===== src/hdl/dfwd_pkg.sv =====
// Shared constants, types and frame screening function for the deauth flood detector.
package dfwd_pkg;

  // Ring of recent windows
  localparam int ROLL_WINDOWS = 5;
  localparam int POS_W = (ROLL_WINDOWS > 1) ? $clog2(ROLL_WINDOWS) : 1;

  // Field widths
  localparam int COUNT_W = 16;
  localparam int TOTAL_W = 19;
  localparam int ADDR_W  = 48;
  localparam int FC_W    = 8;
  localparam int TICKS_W = 10;

  // Exact ring sum width, wide enough for a full ring of saturated counts
  localparam int SUM_W = $clog2(ROLL_WINDOWS * ((2 ** COUNT_W) - 1) + 1);

  localparam logic [COUNT_W-1:0] COUNT_MAX = {COUNT_W{1'b1}};
  localparam logic [TOTAL_W-1:0] TOTAL_MAX = {TOTAL_W{1'b1}};
  localparam logic [TICKS_W-1:0] TICKS_MAX = {TICKS_W{1'b1}};

  // Configuration port
  localparam int CFG_IDX_W  = 2;
  localparam int CFG_DATA_W = 19;
  localparam logic [CFG_IDX_W-1:0] CFG_THRESHOLD = 2'd0;
  localparam logic [CFG_IDX_W-1:0] CFG_COOLDOWN  = 2'd1;
  localparam logic [CFG_IDX_W-1:0] CFG_ENABLE    = 2'd2;

  localparam logic [TOTAL_W-1:0] THRESHOLD_RST = 19'd5;
  localparam logic [TICKS_W-1:0] COOLDOWN_RST  = 10'd30;

  // Frame-control codes
  localparam logic [1:0] FC_TYPE_MGMT    = 2'h0;
  localparam logic [3:0] FC_SUB_DEAUTH   = 4'd12;
  localparam logic [3:0] FC_SUB_DISASSOC = 4'd10;

  // Input beat kinds
  localparam logic KIND_FRAME = 1'b0;
  localparam logic KIND_TICK  = 1'b1;

  // Window close command into the ring
  typedef struct packed {
    logic               push;
    logic [COUNT_W-1:0] count;
  } ring_cmd_t;

  // Ring result for the closing window
  typedef struct packed {
    logic               flood;
    logic [TOTAL_W-1:0] total;
  } ring_res_t;

  // Management deauth or disassoc frame
  function automatic logic frame_counts(input logic mgmt, input logic [FC_W-1:0] fc);
    logic [1:0] ftype;
    logic [3:0] fsub;
    ftype = fc[3:2];
    fsub  = fc[7:4];
    return mgmt && (ftype == FC_TYPE_MGMT) &&
           ((fsub == FC_SUB_DEAUTH) || (fsub == FC_SUB_DISASSOC));
  endfunction

endpackage


===== src/hdl/dfwd_if.sv =====
// Valid/ready channel interfaces for input items and tick results.
interface dfwd_item_if;
  logic                       valid;
  logic                       ready;
  logic                       kind;
  logic                       management_packet;
  logic [dfwd_pkg::FC_W-1:0]  frame_control;
  logic [dfwd_pkg::ADDR_W-1:0] transmitter_address;
  logic [dfwd_pkg::ADDR_W-1:0] bssid_address;

  modport source (output valid, kind, management_packet, frame_control,
                  transmitter_address, bssid_address, input ready);
  modport sink   (input valid, kind, management_packet, frame_control,
                  transmitter_address, bssid_address, output ready);
endinterface

interface dfwd_result_if;
  logic                         valid;
  logic                         ready;
  logic                         alert;
  logic                         flood_detected;
  logic [dfwd_pkg::TOTAL_W-1:0] rolling_total;
  logic [dfwd_pkg::ADDR_W-1:0]  alert_source_address;
  logic [dfwd_pkg::ADDR_W-1:0]  alert_bssid;

  modport source (output valid, alert, flood_detected, rolling_total,
                  alert_source_address, alert_bssid, input ready);
  modport sink   (input valid, alert, flood_detected, rolling_total,
                  alert_source_address, alert_bssid, output ready);
endinterface


===== src/hdl/dfwd_ring.sv =====
// Ring of recent window counts with a running sum and threshold compare.
module dfwd_ring (
  input  logic                         clk,
  input  logic                         rst_n,
  input  dfwd_pkg::ring_cmd_t          cmd,
  input  logic [dfwd_pkg::TOTAL_W-1:0] threshold,
  output dfwd_pkg::ring_res_t          res
);

  logic [dfwd_pkg::COUNT_W-1:0] ring_r [dfwd_pkg::ROLL_WINDOWS];
  logic [dfwd_pkg::POS_W-1:0]   pos_r;
  logic [dfwd_pkg::SUM_W-1:0]   sum_r;
  logic [dfwd_pkg::SUM_W-1:0]   sum_nxt;
  logic [dfwd_pkg::POS_W-1:0]   pos_nxt;

  // Replace the oldest entry in the running sum, then saturate for reporting
  always_comb begin
    sum_nxt = sum_r - dfwd_pkg::SUM_W'(ring_r[pos_r])
                    + dfwd_pkg::SUM_W'(cmd.count);
    if (sum_nxt > dfwd_pkg::SUM_W'(dfwd_pkg::TOTAL_MAX)) begin
      res.total = dfwd_pkg::TOTAL_MAX;
    end else begin
      res.total = dfwd_pkg::TOTAL_W'(sum_nxt);
    end
    res.flood = (res.total >= threshold);
    if (pos_r == dfwd_pkg::POS_W'(dfwd_pkg::ROLL_WINDOWS - 1)) begin
      pos_nxt = '0;
    end else begin
      pos_nxt = pos_r + 1'b1;
    end
  end

  // Flood wipes the whole ring; otherwise the closing window takes its slot
  always_ff @(posedge clk) begin
    if (!rst_n) begin
      pos_r <= '0;
      sum_r <= '0;
      for (int i = 0; i < dfwd_pkg::ROLL_WINDOWS; i++) ring_r[i] <= '0;
    end else if (cmd.push) begin
      pos_r <= pos_nxt;
      if (res.flood) begin
        sum_r <= '0;
        for (int i = 0; i < dfwd_pkg::ROLL_WINDOWS; i++) ring_r[i] <= '0;
      end else begin
        sum_r         <= sum_nxt;
        ring_r[pos_r] <= cmd.count;
      end
    end
  end

endmodule


===== src/hdl/deauth_flood_window_detector.sv =====
// Top level of the deauth flood detector: handshake, window counter, cooldown.
//
// Usage: beats on in_item are either sniffed frames (kind 0) or window-end
// ticks (kind 1). Frames that are management deauth/disassoc frames bump the
// current window count and latch their transmitter and BSSID. Each tick
// closes the window and yields exactly one beat on out_res carrying the
// rolling total over the last windows, the flood flag and the alert flag
// (subject to the cooldown counted in ticks). Frames yield no result beat.
// With monitoring disabled every beat is consumed and dropped.
// A tick beat goes from the input register to the result register, which
// presents it on out_res. Throughput: one beat per cycle while out_res does
// not stall; the state update is a single pass of compare, increment and
// ring-sum add between the two registers. Reset (synchronous, rst_n low)
// clears the ring, counters and addresses, loads the register defaults and
// leaves the cooldown expired. When out_res stalls, one tick may wait in the
// result register while one more beat sits in the input register;
// in_item.ready then drops. Registers are written through cfg_we, cfg_index
// and cfg_wdata; the user must write only while idle; the block has no guard.
module deauth_flood_window_detector (
  input  logic                            clk,
  input  logic                            rst_n,
  dfwd_item_if.sink                       in_item,
  dfwd_result_if.source                   out_res,
  input  logic                            cfg_we,
  input  logic [dfwd_pkg::CFG_IDX_W-1:0]  cfg_index,
  input  logic [dfwd_pkg::CFG_DATA_W-1:0] cfg_wdata
);

  // Configuration registers
  logic [dfwd_pkg::TOTAL_W-1:0] threshold_r;
  logic [dfwd_pkg::TICKS_W-1:0] cooldown_r;
  logic                         enable_r;

  // Input register
  logic                         s1_valid_r;
  logic                         s1_kind_r;
  logic                         s1_mgmt_r;
  logic [dfwd_pkg::FC_W-1:0]    s1_fc_r;
  logic [dfwd_pkg::ADDR_W-1:0]  s1_ta_r;
  logic [dfwd_pkg::ADDR_W-1:0]  s1_bssid_r;

  // Detector state
  logic [dfwd_pkg::COUNT_W-1:0] wcnt_r;
  logic [dfwd_pkg::ADDR_W-1:0]  last_src_r;
  logic [dfwd_pkg::ADDR_W-1:0]  last_bssid_r;
  logic [dfwd_pkg::TICKS_W-1:0] tsa_r;
  logic [dfwd_pkg::TICKS_W-1:0] tsa_nxt;

  // Result register
  logic                         out_valid_r;
  logic                         out_alert_r;
  logic                         out_flood_r;
  logic [dfwd_pkg::TOTAL_W-1:0] out_total_r;
  logic [dfwd_pkg::ADDR_W-1:0]  out_src_r;
  logic [dfwd_pkg::ADDR_W-1:0]  out_bssid_r;

  logic                         proc;
  logic                         counted;
  logic                         alert_nxt;
  logic [dfwd_pkg::TICKS_W-1:0] tsa_inc;
  dfwd_pkg::ring_cmd_t          ring_cmd;
  dfwd_pkg::ring_res_t          ring_res;

  // Stage 1 moves on when the result slot is free or being drained
  assign proc          = s1_valid_r && (!out_valid_r || out_res.ready);
  assign in_item.ready = !s1_valid_r || proc;

  assign counted = proc && enable_r && (s1_kind_r == dfwd_pkg::KIND_FRAME) &&
                   dfwd_pkg::frame_counts(s1_mgmt_r, s1_fc_r);
  assign ring_cmd.push  = proc && enable_r && (s1_kind_r == dfwd_pkg::KIND_TICK);
  assign ring_cmd.count = wcnt_r;

  dfwd_ring u_ring (
    .clk       (clk),
    .rst_n     (rst_n),
    .cmd       (ring_cmd),
    .threshold (threshold_r),
    .res       (ring_res)
  );

  // Cooldown: count the tick first, then check against the register
  always_comb begin
    tsa_inc   = (tsa_r == dfwd_pkg::TICKS_MAX) ? tsa_r : tsa_r + 1'b1;
    alert_nxt = ring_res.flood && (tsa_inc >= cooldown_r);
    tsa_nxt   = alert_nxt ? '0 : tsa_inc;
  end

  // Configuration writes
  always_ff @(posedge clk) begin
    if (!rst_n) begin
      threshold_r <= dfwd_pkg::THRESHOLD_RST;
      cooldown_r  <= dfwd_pkg::COOLDOWN_RST;
      enable_r    <= 1'b1;
    end else if (cfg_we) begin
      case (cfg_index)
        dfwd_pkg::CFG_THRESHOLD: threshold_r <= cfg_wdata;
        dfwd_pkg::CFG_COOLDOWN:  cooldown_r  <= cfg_wdata[dfwd_pkg::TICKS_W-1:0];
        dfwd_pkg::CFG_ENABLE:    enable_r    <= cfg_wdata[0];
        default: ;
      endcase
    end
  end

  // Input register
  always_ff @(posedge clk) begin
    if (!rst_n) begin
      s1_valid_r <= 1'b0;
    end else if (in_item.ready) begin
      s1_valid_r <= in_item.valid;
    end
  end

  always_ff @(posedge clk) begin
    if (in_item.valid && in_item.ready) begin
      s1_kind_r  <= in_item.kind;
      s1_mgmt_r  <= in_item.management_packet;
      s1_fc_r    <= in_item.frame_control;
      s1_ta_r    <= in_item.transmitter_address;
      s1_bssid_r <= in_item.bssid_address;
    end
  end

  // Window counter, last addresses and cooldown counter
  always_ff @(posedge clk) begin
    if (!rst_n) begin
      wcnt_r       <= '0;
      last_src_r   <= '0;
      last_bssid_r <= '0;
      tsa_r        <= dfwd_pkg::TICKS_MAX;
    end else if (ring_cmd.push) begin
      wcnt_r <= '0;
      tsa_r  <= tsa_nxt;
    end else if (counted) begin
      if (wcnt_r != dfwd_pkg::COUNT_MAX) wcnt_r <= wcnt_r + 1'b1;
      last_src_r   <= s1_ta_r;
      last_bssid_r <= s1_bssid_r;
    end
  end

  // Result register
  always_ff @(posedge clk) begin
    if (!rst_n) begin
      out_valid_r <= 1'b0;
    end else if (ring_cmd.push) begin
      out_valid_r <= 1'b1;
    end else if (out_res.ready) begin
      out_valid_r <= 1'b0;
    end
  end

  always_ff @(posedge clk) begin
    if (ring_cmd.push) begin
      out_alert_r <= alert_nxt;
      out_flood_r <= ring_res.flood;
      out_total_r <= ring_res.total;
      out_src_r   <= last_src_r;
      out_bssid_r <= last_bssid_r;
    end
  end

  assign out_res.valid                = out_valid_r;
  assign out_res.alert                = out_alert_r;
  assign out_res.flood_detected       = out_flood_r;
  assign out_res.rolling_total        = out_total_r;
  assign out_res.alert_source_address = out_src_r;
  assign out_res.alert_bssid          = out_bssid_r;

  // Checks
  a_alert_needs_flood: assert property (@(posedge clk) disable iff (!rst_n)
    out_valid_r |-> (!out_alert_r || out_flood_r))
    else $error("alert without flood");

  a_alert_restarts_cooldown: assert property (@(posedge clk) disable iff (!rst_n)
    (ring_cmd.push && alert_nxt) |=> (tsa_r == '0))
    else $error("cooldown not restarted after alert");

  a_tick_clears_window: assert property (@(posedge clk) disable iff (!rst_n)
    ring_cmd.push |=> (wcnt_r == '0))
    else $error("window count not cleared by tick");

  a_stall_only_when_full: assert property (@(posedge clk) disable iff (!rst_n)
    !in_item.ready |-> (s1_valid_r && out_valid_r && !out_res.ready))
    else $error("input stalled with space available");

endmodule


===== src/flat_wrapper.sv =====
// flat-port wrapper written by rule: the top's interface ports become plain ports
module deauth_flood_window_detector_flat 
  (clk, rst_n, cfg_we, cfg_index, cfg_wdata, in_item_valid, in_item_kind, in_item_management_packet, in_item_frame_control, in_item_transmitter_address, in_item_bssid_address, in_item_ready, out_res_valid, out_res_alert, out_res_flood_detected, out_res_rolling_total, out_res_alert_source_address, out_res_alert_bssid, out_res_ready);
  dfwd_item_if in_item_i ();
  dfwd_result_if out_res_i ();
  input  logic clk;
  input  logic rst_n;
  input  logic cfg_we;
  input  logic [dfwd_pkg::CFG_IDX_W-1:0] cfg_index;
  input  logic [dfwd_pkg::CFG_DATA_W-1:0] cfg_wdata;
  input wire logic [$bits(in_item_i.valid)-1:0] in_item_valid;
  input wire logic [$bits(in_item_i.kind)-1:0] in_item_kind;
  input wire logic [$bits(in_item_i.management_packet)-1:0] in_item_management_packet;
  input wire logic [$bits(in_item_i.frame_control)-1:0] in_item_frame_control;
  input wire logic [$bits(in_item_i.transmitter_address)-1:0] in_item_transmitter_address;
  input wire logic [$bits(in_item_i.bssid_address)-1:0] in_item_bssid_address;
  output wire logic [$bits(in_item_i.ready)-1:0] in_item_ready;
  output wire logic [$bits(out_res_i.valid)-1:0] out_res_valid;
  output wire logic [$bits(out_res_i.alert)-1:0] out_res_alert;
  output wire logic [$bits(out_res_i.flood_detected)-1:0] out_res_flood_detected;
  output wire logic [$bits(out_res_i.rolling_total)-1:0] out_res_rolling_total;
  output wire logic [$bits(out_res_i.alert_source_address)-1:0] out_res_alert_source_address;
  output wire logic [$bits(out_res_i.alert_bssid)-1:0] out_res_alert_bssid;
  input wire logic [$bits(out_res_i.ready)-1:0] out_res_ready;
  assign in_item_i.valid = in_item_valid;
  assign in_item_i.kind = in_item_kind;
  assign in_item_i.management_packet = in_item_management_packet;
  assign in_item_i.frame_control = in_item_frame_control;
  assign in_item_i.transmitter_address = in_item_transmitter_address;
  assign in_item_i.bssid_address = in_item_bssid_address;
  assign in_item_ready = in_item_i.ready;
  assign out_res_valid = out_res_i.valid;
  assign out_res_alert = out_res_i.alert;
  assign out_res_flood_detected = out_res_i.flood_detected;
  assign out_res_rolling_total = out_res_i.rolling_total;
  assign out_res_alert_source_address = out_res_i.alert_source_address;
  assign out_res_alert_bssid = out_res_i.alert_bssid;
  assign out_res_i.ready = out_res_ready;
  deauth_flood_window_detector u_core (.clk(clk), .rst_n(rst_n), .in_item(in_item_i), .out_res(out_res_i), .cfg_we(cfg_we), .cfg_index(cfg_index), .cfg_wdata(cfg_wdata));
endmodule

===== config.mk =====
export PLATFORM = sky130hd
export DESIGN_NAME = deauth_flood_window_detector_flat
export DESIGN_NICKNAME = d
export VERILOG_FILES = /design/src/hdl/dfwd_pkg.sv /design/src/hdl/dfwd_if.sv /design/src/hdl/dfwd_ring.sv /design/src/hdl/deauth_flood_window_detector.sv /design/src/flat_wrapper.sv
export SDC_FILE = /design/constraint.sdc
export NUM_CORES = 1
export LEC_CHECK = 0
export BUFFER_PORTS_ARGS = -buffer_cell sky130_fd_sc_hd__buf_2
export CAP_MARGIN = 20
export CORE_MARGIN = 8
export CORE_UTILIZATION = 49
export DETAILED_ROUTE_END_ITERATION = 10
export PLACE_DENSITY = 0.72
export SLEW_MARGIN = 20
export SYNTH_ARGS = -nofsm -noshare
export SYNTH_HDL_FRONTEND = slang
export SYNTH_SLANG_ARGS = --single-unit

===== constraint.sdc =====
create_clock -name clk -period 6.5 [get_ports clk]
set_input_delay 0.65 -clock clk [delete_from_list [all_inputs] [get_ports clk]]
set_output_delay 0.65 -clock clk [all_outputs]
set_load 0.05 [all_outputs]

== After elaboration in Yosys (flattened, before gate mapping) ==
Memory sizes are Yosys's and may differ from the RTL's. A register that Yosys moved wholly into a read port is not among the register bits.
Cells that the tools add are included.

* Bits in registers: 399
* Bits in writable memories: 80
* Input port bits: 132
* Output and inout bits: 119
* Word-level logic and storage cells: 95
* Memories kept: 1

* Add/subtract/negate cells: 5
* Order comparisons: 3
* Eq/ne operators: 7
* Mux-type cells: 26
* Bitwise logic cells: 8
* Reduce and logical (&&, ||, !) cells: 24

{| class="wikitable"
|+ Memories
! name !! words !! bits a word !! read ports !! clocked after memory_dff !! wr ports !! line !! RTL
|-
| u_core.u_ring.ring_r || 5 || 16 || 1 || 1 || 5 || dfwd_ring.sv:10 || <nowiki>logic [dfwd_pkg::COUNT_W-1:0] ring_r [dfwd_pkg::ROLL_WINDOWS];</nowiki>
|}

{| class="wikitable"
|+ Operators with widths
! operator !! count
|-
| 16-bit 2-to-1 mux || 6
|-
| 19-bit 2-to-1 mux || 2
|-
| 10-bit 2-to-1 mux || 2
|-
| 19-bit by 16-bit adder with 19-bit output || 1
|-
| 19-bit >= comparator || 1
|-
| 19-bit greater-than comparator, second input constant || 1
|-
| 19-bit by 16-bit subtractor with 19-bit output || 1
|-
| 16-bit by 1-bit adder with 16-bit output, second input constant || 1
|-
| 16-bit != test, second input constant || 1
|-
| 16-bit OR reduction || 1
|-
| 1-bit 2-to-1 mux || 12
|-
| 3-bit 2-to-1 mux || 4
|-
| 10-bit by 1-bit adder with 10-bit output, second input constant || 1
|-
| 10-bit equality test, second input constant || 1
|-
| 10-bit >= comparator || 1
|-
| 2-bit AND reduction || 5
|-
| 1-bit logical AND || 9
|-
| 4-bit equality test, second input constant || 2
|-
| 1-bit OR || 5
|-
| 2-bit logical NOT || 2
|-
| 3-bit by 1-bit adder with 3-bit output, second input constant || 1
|-
| 3-bit equality test, second input constant || 1
|-
| 1-bit logical OR || 3
|-
| 1-bit inverter || 3
|-
| other kinds (5) || 6
|}

== Longest topological paths before layout ==
* Depth after elaboration: 11
* Mapped depth: 24

== By module ==
From an unflattened synthesis, not the netlist that was laid out.

* Cells, all modules: 1671
* Area, all modules: 21155.3 um^2

{| class="wikitable"
|+ Modules (own cells, without submodules)
! module !! instances !! cells an instance !! area each (um^2)
|-
| deauth_flood_window_detector || 1 || 990 || 12847.3
|-
| dfwd_ring || 1 || 681 || 8308.0
|}

== Worst setup path after synthesis ==
OpenSTA, ideal clock, no wires.

* Kind: register -> register
* Start: register with a tool-made name
* End: memory u_core.u_ring.ring_r[0][0] (netlist name), enable pin
* Library setup time: 0.411 ns
* Data arrival time: 6.016 ns
* Required time: 6.089 ns
* Path slack: 0.073 ns
* Cell stages (with the launch flop): 22
* Buffers on the path: 2
* Period minus slack after synthesis: 6.427 ns
* Cell sequence: dfxtp_1 -> clkbuf_1 -> buf_2 -> mux4_2 -> mux2_2 -> ha_1 -> inv_1 -> ha_1 -> inv_1 -> fa_1 -> nand2b_1 -> o31ai_1 -> a31oi_1 -> o21ai_0 -> a31oi_1 -> xnor2_1 -> ha_1 -> nand2_1 -> o41ai_2 -> nand2_1 -> o31a_1 -> o21ai_0

{| class="wikitable"
|+ RTL lines
! item !! line
|-
| to (decl) || dfwd_ring.sv:10
|}

==> metrics.yaml <==
hold_viol: 0
pwr-share-seq: 0.469
rrSetupSlack_ns: 0.36
viasPerCell: 5.26
drc_errors: 0
setup_viol: 0
timing.fmax_ghz: 0.163
swShare: 0.241
rsz0062_at_grt: "false"
cap_violations: 0
place_hpwl_microns: 31200
ir_drop_mv: 0.263
clock-root-buffer: "clkbuf_16"
r2r_cells: 21
cts_made_buffers: 53
syn-num-nets: 1824
synth_commonest_cells: "edfxtp_1 (349), nand2_1 (312), dfxtp_1 (179)"
drt_iter0_markers: 907
io_pins: 251
drtAntennaViolNets: 0
nFillCells: 3303
p_leak_nw: 9.18
critPathMaxFanout: 16
switching_power_mw: 1.94
yosysWarnings: 0
postSynthCellCount: 1624
yosys_most_used_dff: "edfxtp_1"
holdCritPathClass: "primary input to flip-flop"
synth_edf_count: 349
cp.arrival_ns: 6.43
combPwrFrac: 0.119
drv_slew: 0
post-cts-setup-buffers: 0
avgSynthCellArea_sq_um: 12.9
wl_per_cell_microns: 18.9
die_y_microns: 222
grt_usage: 0.187
hold_ws_ns: 0.235
yosys.area.top_type_share: 0.502
rr_endpoint: "u_core.u_ring.ring_r[3][5]"
drive_gt1_frac: 0.225
design_area_sq_um: 24900
synth_compound_area_frac: 0.0751
synth_top_family_by_area: "simple AND/OR/NAND/NOR gates"
power.total_mw: 8.04
clk_latency_ns: 0.59
core_area_sq_um: 42000
dieWidth_microns: 222
cts_sinks: 528
gr-total-overflow: 0
yosysUniqueCellTypes: 60
yosys.area.top_type: "edfxtp_1"
vias: 13000
nets: 2085
internal-power_mw: 6.10
h-tree-depth: 2
start_util: 0.497
grt_pass1_wl_microns: 73900
synth.most_common_cell: "edfxtp_1"
relSlewSlack: 0.218
clkTransAtPathRegs_ns: 0.06
grt_pass1_vias: 13500
status: "complete, no violations"
tightest_slew_ns: 1.17
wl_microns: 46800
cts_tree: "done"
syn_area_sq_um: 20900
synth_seq_area_share: 0.673
antenna_found_initial: 10
fin_worst_skew_ns: 0.0135
clockBufferDepth: 3
synth_mux_area_frac: 0.0454
dieArea_sq_um: 49500
end_kind: "flip-flop"
grt_max_degree: 98
final.period_utilization: 0.945
setup_tns_ns: 0
port_buffers: 248
crit_type: "flip-flop to flip-flop"
cts_resized: 0
critPathRequiredTime_ns: 6.79
power.density_cell_area_nw_per_um2: 323
place_congestion: 0.889
drtPass1Iterations: 5
async_reset_ff_frac: 0
place_area_sq_um: 22900
syn_to_final_growth_pct: 19.1
yosys.area_share.simple: 0.114
synth_adder_area_share: 0.0465
critPathLaunchType: "flip-flop"
endpoint: "u_core.u_ring.ring_r[3][5]"
synth-xor-area-share: 0.0143
p_clk_frac: 0.412
yosys_register_bits: 528
min_period_ns: 6.14
synth.top_cells.by_area: "edfxtp_1 (50%), dfxtp_1 (17%), nand2_1 (5.6%)"
rows: 75
==> worst max-delay path: stages (launching register included) <==
cell and delay [ns]:
dfxtp_2 0.35, buf_4 0.30, mux4_2 0.60, mux2_2 0.31, fa_1 0.49, inv_1 0.04, ha_1 0.36, a21oi_1 0.26
o21ai_0 0.14, a21oi_1 0.22, o21ai_0 0.12, a211oi_1 0.31, xnor2_1 0.22, ha_1 0.32, a21oi_1 0.16, o221ai_1 0.16
a221oi_2 0.22, o41ai_2 0.17, a211oi_4 0.43, nor3b_4 0.27, or3_1 0.19, buf_12 0.18
==> flip-flops by register name, indices dropped and copies added, names as in the netlist, 10 cells and up, named ones only <==
signal and cells:
u_core.threshold_r 19, u_core.out_res.rolling_total 19, u_core.last_bssid_r 48, u_core.s1_bssid_r 48
u_core.out_res.alert_source_address 48, u_core.out_res.alert_bssid 48, u_core.u_ring.ring_r 128, u_core.s1_ta_r 48
u_core.wcnt_r 16, u_core.cooldown_r 10, u_core.last_src_r 48, u_core.u_ring.sum_r 19
u_core.tsa_r 10
==> routing by layer <==
layer | GRT usage | vias up | part of all wire
li1 | - | 6262 | -
met1 | 0.229 | 6257 | 0.41
met2 | 0.311 | 388 | 0.48
met3 | 0.0690 | 85 | 0.092
met4 | 0.0457 | 14 | 0.020
met5 | 0 | - | 0.0019
==> metrics by stage <==
stage | worst slack, ns | std cells | util
floorplan | 0.0728 | 1624 | -
global placement | 0.386 | 2368 | 0.545
detailed placement | 0.346 | 2368 | 0.545
CTS | 0.296 | 2468 | 0.591
global route | 0.00248 | 2471 | 0.591
finish | 0.359 | 2473 | 0.591
==> layout make-up <==
class                      count  area [sq um]  share of cell area
timing repair buffer         287          1680              0.0675
inverter                      88           334              0.0134
tap                          539           674              0.0271
antenna                        4          10.0            0.000403
clock buffer                  65          1410              0.0568
multi-input combinational    927          6170               0.248
sequential                   528         14100               0.566
clock inverter                35           512              0.0206
==> layout by cell type (no fill, tap or decap), types with 8 or more instances in the layout <==
cell type / netlist / routed
edfxtp_1: 349 / 349
nand2_1: 312 / 312
buf_2: 6 / 248
dfxtp_1: 179 / 178
a21oi_1: 133 / 133
inv_1: 87 / 86
and2_1: 81 / 80
clkbuf_16: 0 / 53
ha_1: 52 / 52
nor2_1: 41 / 41
mux4_2: 32 / 32
o21ai_0: 32 / 29
buf_4: 2 / 27
xnor2_1: 22 / 22
a21boi_0: 22 / 22
fa_1: 16 / 16
nand3_1: 14 / 14
nand4_1: 14 / 14
mux2_2: 13 / 13
xor2_1: 12 / 12
o211ai_1: 12 / 12
bufinv_16: 0 / 12
and3_1: 11 / 11
a22o_1: 11 / 11
buf_12: 0 / 11
a21o_1: 10 / 10
clkinv_2: 0 / 9
mux2i_1: 8 / 8
nor2b_1: 8 / 8
nor3_1: 8 / 8
clkbuf_1: 62 / 8
==> power by group through the flow <==
stage / Sequential (mW) / Clock, mW / Combinational [mW]
3_3_place_gp: 3.83 / 0 / 0.934
3_5_place_dp: 3.84 / 0 / 0.952
5_1_grt: 3.78 / 3.50 / 1.05
6_report: 3.77 / 3.31 / 0.957
2_1_floorplan: 3.94 / 0 / 0.532
4_1_cts: 3.77 / 3.36 / 0.963
==> repair_timing <==
item,in CTS,in global routing
hold buffers,0,0
endpoints found under the setup margin,0,49
hold endpoints to repair,0,0
==> cells by family after synthesis <==
group / Yosys count
flip-flops: 528
AND/OR/NAND/NOR: 516
AO/OA/AOI/OAI: 256
buffers and inverters: 169
adder cells (fa/ha/maj): 68
multiplexers: 53
XOR/XNOR: 34
==> worst min path at each step <==
stage                                                    to                             from  depth (start not counted)
floorplan                     u_core.out_res.alert_bssid[0]           u_core.last_bssid_r[0]                          0
global placement    u_core.out_res.alert_source_address[44]            u_core.last_src_r[44]                          0
detailed placement  u_core.out_res.alert_source_address[13]            u_core.last_src_r[13]                          0
CTS                                      u_core.s1_ta_r[42]  in_item_transmitter_address[42]                          1
global route                             u_core.s1_ta_r[42]  in_item_transmitter_address[42]                          1
finish                                   u_core.s1_ta_r[39]  in_item_transmitter_address[39]                          1
(Power assumes the default switching activity.)
